$ cat src/v3n_pkg.sv
// ----------------------------------------------------------------------------
// v3n_pkg
// Shared widths and stage types of the vector normaliser pipeline.
// ----------------------------------------------------------------------------
`default_nettype none

package v3n_pkg;

  // Number of vector components handled in parallel lanes.
  localparam int DimN  = 3;
  // Width of one input component, signed Q16.16.
  localparam int CompW = 32;
  // Width of one output component, signed Q1.16.
  localparam int UnitW = 18;
  // Width of the unsigned root magnitude, 0 .. 65536.
  localparam int RootW = 17;
  // Width of a component square.
  localparam int SqW   = 2 * CompW;
  // Width of the sum of squares, with headroom for up to eight components.
  localparam int SumW  = SqW + 2;
  // Width of the running product u * S, signed.
  localparam int ProdW = SumW + RootW + 5;
  // Width of the signed residual 2^34 * c^2 - u^2 * S.
  localparam int ResW  = 104;
  // Left shift that scales c^2 into the residual.
  localparam int ScaleSh = 34;

  // Per component working state of the digit recurrence.
  typedef struct packed {
    logic [RootW-1:0]        root;
    logic signed [ResW-1:0]  resid;
    logic signed [ProdW-1:0] prod;
  } lane_t;

  // Data travelling through the recurrence stages.
  typedef struct packed {
    logic                  zero;
    logic [DimN-1:0]       neg;
    logic [SumW-1:0]       sum;
    lane_t [DimN-1:0]      lane;
  } stage_t;

endpackage

`default_nettype wire

$ cat src/v3n_step.sv
// ----------------------------------------------------------------------------
// v3n_step
// One registered stage of the root digit recurrence: decides one bit.
// ----------------------------------------------------------------------------
`default_nettype none

module v3n_step #(
  parameter int BitK = 16
) (
  input  wire               clk_i,
  input  wire               rst_ni,
  input  wire               en_i,
  input  wire               valid_i,
  input  v3n_pkg::stage_t   stage_i,
  output logic              valid_o,
  output v3n_pkg::stage_t   stage_o
);

  v3n_pkg::stage_t stage_d, stage_q;
  logic            valid_q;

  // Try setting bit BitK of each root: u grows by 2^(BitK+1), so the
  // residual drops by 2^(BitK+2)*P + 2^(2*BitK+2)*S. Keep the bit when the
  // residual stays non-negative. Once the root reaches 65536 no lower bit
  // may be added.
  always_comb begin
    logic signed [v3n_pkg::ResW-1:0] p_ext;
    logic signed [v3n_pkg::ResW-1:0] s_ext;
    logic signed [v3n_pkg::ResW-1:0] delta;
    logic signed [v3n_pkg::ResW-1:0] trial;
    logic                            skip;
    stage_d = stage_i;
    s_ext   = {{(v3n_pkg::ResW-v3n_pkg::SumW){1'b0}}, stage_i.sum};
    for (int i = 0; i < v3n_pkg::DimN; i++) begin
      p_ext = {{(v3n_pkg::ResW-v3n_pkg::ProdW){stage_i.lane[i].prod[v3n_pkg::ProdW-1]}},
               stage_i.lane[i].prod};
      delta = (p_ext <<< (BitK + 2)) + (s_ext << (2 * BitK + 2));
      trial = stage_i.lane[i].resid - delta;
      skip  = (BitK < v3n_pkg::RootW - 1) && stage_i.lane[i].root[v3n_pkg::RootW-1];
      if (!skip && !trial[v3n_pkg::ResW-1]) begin
        stage_d.lane[i].root[BitK] = 1'b1;
        stage_d.lane[i].resid      = trial;
        stage_d.lane[i].prod       = stage_i.lane[i].prod
                                     + v3n_pkg::ProdW'(s_ext << (BitK + 1));
      end
    end
  end

  // Valid bit is control state; the payload needs no reset.
  always_ff @(posedge clk_i or negedge rst_ni) begin
    if (!rst_ni) begin
      valid_q <= 1'b0;
    end else if (en_i) begin
      valid_q <= valid_i;
    end
  end

  always_ff @(posedge clk_i) begin
    if (en_i) begin
      stage_q <= stage_d;
    end
  end

  assign valid_o = valid_q;
  assign stage_o = stage_q;

endmodule

`default_nettype wire
$ cat config.mk
export PLATFORM = sky130hd
export DESIGN_NAME = v3n_step
export DESIGN_NICKNAME = d
export VERILOG_FILES = /design/src/v3n_pkg.sv /design/src/v3n_step.sv
export SDC_FILE = /design/constraint.sdc
export NUM_CORES = 2
export LEC_CHECK = 0
export BUFFER_PORTS_ARGS = -buffer_cell sky130_fd_sc_hd__buf_2
export CORE_AREA = 5 5 538 540
export DETAILED_ROUTE_END_ITERATION = 10
export DIE_AREA = 0 0 543 545
export PLACE_DENSITY = 0.5
export SLEW_MARGIN = 20
export SYNTH_ARGS = -nofsm -noshare
export SYNTH_HDL_FRONTEND = slang
export SYNTH_SLANG_ARGS = --single-unit
export TNS_END_PERCENT = 30
$ cat constraint.sdc
create_clock -name clk_i -period 1.6 [get_ports clk_i]
set_input_delay 0.16 -clock clk_i [delete_from_list [all_inputs] [get_ports clk_i]]
set_output_delay 0.16 -clock clk_i [all_outputs]
set_load 0.005 [all_outputs]
## After elaboration in Yosys (flattened, before gate mapping)

Cells that the tools add are included.

- Bits in registers: 698
- Output and inout bits: 698
- Logic and storage cells: 31

- Add/sub/neg operators: 9
- Muxes and demuxes: 3

Operators with widths:

| cell | number |
|---|---|
| 191-bit 2-to-1 mux | 3 |
| 104-bit by 101-bit adder with 104-bit output | 3 |
| 104-bit subtractor | 3 |
| 88-bit by 84-bit adder with 88-bit output | 3 |

## Depth between registers and ports, before layout

- Depth in word-level cells: 3
- Mapped depth: 20
- Gate-level depth less buffers: 16

## Worst setup path after synthesis

Ideal clock, no wire load.

- Kind: in2reg
- Start: input stage_i[649] (netlist bit)
- End: register stage_q, in the netlist stage_o[435], data pin
- Setup time: 0.260 ns
- Data arrival time: 3.765 ns
- Data required time: 1.340 ns
- Setup slack: -2.425 ns
- Cell stages on the path: 17
- Buffers on the path: 3
- Cells stage by stage: inv_1 -> fa_1 -> ha_1 -> buf_2 -> nand4_1 -> nor3_2 -> nand3_1 -> or3_1 -> o32a_2 -> nand3_2 -> a31oi_4 -> o21bai_2 -> a31oi_4 -> xnor2_2 -> buf_6 -> buf_4 -> mux2_2

RTL lines:

| what | RTL line | RTL |
|---|---|---|
| start: declaration | v3n_step.sv:14 | `input v3n_pkg::stage_t stage_i,` |
| end signal: assignment | v3n_step.sv:60 | `stage_q <= stage_d;` |
| end: declaration | v3n_step.sv:19 | `v3n_pkg::stage_t stage_d, stage_q;` |

==> report_table.html <==
<table>
<tr><th>Metric</th><th>Value</th></tr>
<tr><th colspan="2">Outcome</th></tr>
<tr><td>Status</td><td>complete, but fails checks</td></tr>
<tr><td>Violated checks</td><td>negative hold slack, negative setup slack</td></tr>
<tr><th colspan="2">Worst setup path</th></tr>
<tr><td>Most prevalent standard cell on the critical path</td><td>buf_6</td></tr>
<tr><td>Slowest Stage Delay on Critical Path</td><td>0.58 ns</td></tr>
<tr><td>Category of cells accounting for the largest share of critical-path delay</td><td>buffers and inverters</td></tr>
<tr><td>Data required, critical path</td><td>2.14 ns</td></tr>
<tr><td>Critical path endpoint category</td><td>flop</td></tr>
<tr><td>Cell with the largest stage delay on the worst path</td><td>fa_1</td></tr>
<tr><td>Worst Setup Start Kind</td><td>input port</td></tr>
<tr><td>Critical path type</td><td>in -&gt; reg</td></tr>
<tr><td>Worst path cell trace</td><td>buf_8 -&gt; clkinvlp_4 -&gt; fa_1 -&gt; ha_4 -&gt; buf_6 -&gt; buf_6 -&gt; nand2_4 -&gt; nor2_4 -&gt; buf_6 -&gt; nand4_1 -&gt; nor4b_4 -&gt; buf_4 -&gt; a21boi_4 -&gt; o31a_1 -&gt; o21ai_2 -&gt; o41ai_4 -&gt; xnor2_4 -&gt; buf_12 -&gt; buf_16 -&gt; buf_6 -&gt; buf_16 -&gt; nand2_2 -&gt; o21ai_4</td></tr>
<tr><td>Arrival time at the worst endpoint</td><td>4.34 ns</td></tr>
<tr><td>Top fanout value on the critical path</td><td>8</td></tr>
<tr><td>CP bufs+invs</td><td>10</td></tr>
<tr><th colspan="2">Routing</th></tr>
<tr><td>Number of detailed-routing iterations run before antenna repair</td><td>7</td></tr>
<tr><td>Total number of vias</td><td>69.0k</td></tr>
<tr><td>DRC violation count after routing</td><td>0</td></tr>
<tr><td>Total Wirelength</td><td>419000 um</td></tr>
<tr><td>Number of vias per cell after detailed routing</td><td>4.71</td></tr>
<tr><td>WL/cell</td><td>28.6 um</td></tr>
<tr><td>Number of nets with antenna violations after detailed routing</td><td>0</td></tr>
<tr><td>Iteration-0 DRC Markers</td><td>5370</td></tr>
<tr><th colspan="2">Logic synthesis</th></tr>
<tr><td>Net count of the mapped netlist</td><td>7678</td></tr>
<tr><td>Area share of the leading cell type in the synthesized netlist</td><td>36.1%</td></tr>
<tr><td>Area of the mapped netlist</td><td>0.0580 mm^2</td></tr>
<tr><td>Synth async-reset ratio</td><td>0.143%</td></tr>
<tr><td>Post-Synthesis Mean Instance Area</td><td>9.25 um^2</td></tr>
<tr><td>Yosys top cell by area</td><td>edfxtp_1</td></tr>
<tr><td>Number of flops mapped to enable cells by yosys</td><td>697</td></tr>
<tr><td>Most frequently used cell type in the post-synthesis netlist</td><td>nand2_1</td></tr>
<tr><td>Gate Count Post-Synth</td><td>6263</td></tr>
<tr><td>Sequential element share of the synthesized area</td><td>36.2%</td></tr>
<tr><td>Top post-synthesis cells by count</td><td>nand2_1 (753), edfxtp_1 (697), o21ai_0 (660)</td></tr>
<tr><td>Number of warnings issued by yosys</td><td>0</td></tr>
<tr><td>Distinct cell type count after synthesis</td><td>92</td></tr>
<tr><td>Top flip-flop cell by instance count after synthesis</td><td>edfxtp_1</td></tr>
<tr><td>Number of register bits inferred by synthesis</td><td>698</td></tr>
<tr><td>Synth area leaders</td><td>edfxtp_1 (36%), ha_1 (11%), fa_1 (6.9%), o21ai_0 (5.7%), nand2_1 (4.9%)</td></tr>
<tr><th colspan="2">CTS</th></tr>
<tr><td>CTS Buf Count</td><td>100</td></tr>
<tr><td>Later-pin clock latency in the skew report</td><td>0.81 ns</td></tr>
<tr><td>Number of levels in the clock H-tree</td><td>3</td></tr>
<tr><td>Maximum buffer depth of the clock tree</td><td>4</td></tr>
<tr><td>Master cell of the clock root buffer</td><td>clkbuf_16</td></tr>
<tr><td>Clk slew on worst S/H paths</td><td>0.06 ns</td></tr>
<tr><td>Clock sink count</td><td>698</td></tr>
<tr><td>CTS tree</td><td>yes</td></tr>
<tr><th colspan="2">Floorplanning</th></tr>
<tr><td>X dimension of the die</td><td>543 um</td></tr>
<tr><td>Die span in y</td><td>545 um</td></tr>
<tr><td>Std-Cell Rows</td><td>196</td></tr>
<tr><td>Area of the placeable core</td><td>0.284 mm^2</td></tr>
<tr><td>Die Area</td><td>0.296 mm^2</td></tr>
<tr><td>Initial cell density of the core</td><td>20.4%</td></tr>
<tr><td>Count of pins on the block boundary</td><td>1399</td></tr>
<tr><th colspan="2">STA</th></tr>
<tr><td>Final setup fails</td><td>594</td></tr>
<tr><td>Setup repair after global routing missed its margin</td><td>true</td></tr>
<tr><td>Total count of max-transition violations in the final report</td><td>0</td></tr>
<tr><td>Final Hold Slack</td><td>-0.457 ns</td></tr>
<tr><td>Post-route fraction of the period consumed by the critical path</td><td>237%</td></tr>
<tr><td>Clock tree skew after final layout</td><td>0 ns</td></tr>
<tr><td>Total count of hold-check failures in the final report</td><td>8</td></tr>
<tr><td>Transition at the pin with the smallest max-transition slack</td><td>0.880 ns</td></tr>
<tr><td>Post-layout min period</td><td>3.80 ns</td></tr>
<tr><td>Setup TNS Final</td><td>-970.70 ns</td></tr>
<tr><td>Fmax achieved</td><td>263 MHz</td></tr>
<tr><td>Final Worst Setup Slack</td><td>-2.20 ns</td></tr>
<tr><td>Worst relative slew slack</td><td>40.5%</td></tr>
<tr><th colspan="2">Power and ir drop</th></tr>
<tr><td>VDD IR max</td><td>0.752 mV</td></tr>
<tr><td>Static power due to leakage</td><td>0.0481 uW</td></tr>
<tr><td>Power density over cell area</td><td>1110 mW/mm^2</td></tr>
<tr><th colspan="2">Global routing</th></tr>
<tr><td>Vias in the first global route</td><td>70.6k</td></tr>
<tr><td>Overflow left after global routing</td><td>0</td></tr>
<tr><td>Wire length of the first global-routing pass</td><td>552000 um</td></tr>
<tr><td>Gr usage total</td><td>26.5%</td></tr>
<tr><td>Maximum number of pins on one net before global-route repair</td><td>65</td></tr>
<tr><td>Initial antenna violation count</td><td>174</td></tr>
<tr><th colspan="2">Cells and area</th></tr>
<tr><td>Final cell utilization of the core</td><td>36.3%</td></tr>
<tr><td>Final-stage net count</td><td>12.2k</td></tr>
<tr><td>Share of post-route cells with drive strength above 1</td><td>42.3%</td></tr>
<tr><td>Area delta synth-&gt;final</td><td>78.1%</td></tr>
<tr><th colspan="2">Worst hold path</th></tr>
<tr><td>Class of the tightest hold or removal check</td><td>in -&gt; reg</td></tr>
<tr><th colspan="2">Placement</th></tr>
<tr><td>Hpwl dp</td><td>344000 um</td></tr>
<tr><td>Weighted congestion reported at the end of routability-driven placement</td><td>0.971</td></tr>
<tr><td>Number of buffer cells added on primary ports</td><td>1398</td></tr>
<tr><th colspan="2">Run</th></tr>
<tr><td>Max-cap viol count</td><td>0</td></tr>
</table>
-- cells in the final DEF (no fill, tap or decap), types with 34 or more instances in the layout --
cell type      instances
buf_4               2387
buf_2               1374
dlygate4sd3_1        736
nand2_1              715
edfxtp_1             697
o21ai_0              518
inv_1                511
a21oi_1              496
ha_1                 460
a21o_1               270
xnor2_1              243
nor2_1               234
xor2_1               198
fa_1                 191
nand4_1              142
clkbuf_16            119
o21bai_1              89
o21ai_1               80
nand3_1               78
diode_2               74
o21ai_2               69
nor3_1                64
buf_12                64
buf_6                 61
a31oi_1               56
a21oi_2               51
and3_1                50
ha_4                  47
nand2b_1              43
o21a_1                41
buf_8                 34
-- final timing paths --
kind                               from            to  slack [ns]  cells past startpoint
hold / removal               stage_i[0]    stage_o[0]       -0.46                      1
hold reg to reg                 valid_o       valid_o        0.53                      1
setup / recovery           stage_i[659]  stage_o[252]       -2.20                     23
min in group asynchronous        rst_ni       valid_o        0.24                      3
setup reg to reg                valid_o       valid_o        0.84                      1
max in group asynchronous        rst_ni       valid_o        1.22                      3
-- where the power goes --
part | leakage [uW] | total (uW) | internal, uW | switching [uW]
logic | 0.0397 | 63500 | 29300 | 34200
registers | 0.00682 | 28100 | 25600 | 2510
clock network | 0.00158 | 23400 | 13500 | 9830
-- per-layer routing --
layer / vias up / wire (um) / GRT usage (%)
met5: - / 652 / 0
met2: 2731 / 198000 / 45.4
li1: 31600 / - / -
met4: 102 / 26200 / 14.0
met3: 777 / 31500 / 6.39
met1: 33800 / 162000 / 30.7
-- state kept, by name, indices dropped and copies added (netlist names) --
| signal | flops |
|---|---|
| stage_o | 697 |
| valid_o | 1 |
-- timing repair --
item                                    4_1_cts  5_1_grt
gates cloned                                 17       20
hold buffers                                734        2
pin swaps                                    86      138
endpoints found under the setup margin      870      779
gates resized for setup                     358      430
hold endpoints to repair                    826       10
setup buffers                                49       55
-- final cells by class --
class	instances	area [um^2]
fill	29300	181000
clock buffer	115	2570
tap	3762	4710
inverter	550	2130
antenna	74	185
multi-input combinational	4693	36100
timing repair buffer	4700	35800
clock inverter	66	738
sequential	698	21000
-- cells by family (layout without fill, tap and decap cells) --
logic type | count (synthesis) | count (layout) | share of synthesized area, %
compound gates | 1961 | 1961 | 20.5
xor+xnor | 446 | 446 | 6.75
fa+ha+maj | 714 | 714 | 18.0
buf+inv | 872 | 5431 | 5.80
flops | 698 | 698 | 36.2
mux | 20 | 20 | 0.382
other cells | 0 | 74 | 0
simple gates | 1552 | 1552 | 12.4
-- stage by stage --
step,instance area (um^2),std cells,power (uW),setup WS [ns]
floorplan,58400,6263,48400,-2.21
CTS,101000,14500,112000,-2.21
detailed placement,87600,13500,81500,-3.59
global route,103000,14600,120000,-2.23
global placement,87600,13500,81500,-3.59
finish,103000,14700,115000,-2.20
Power figures use the tool's default switching activity.
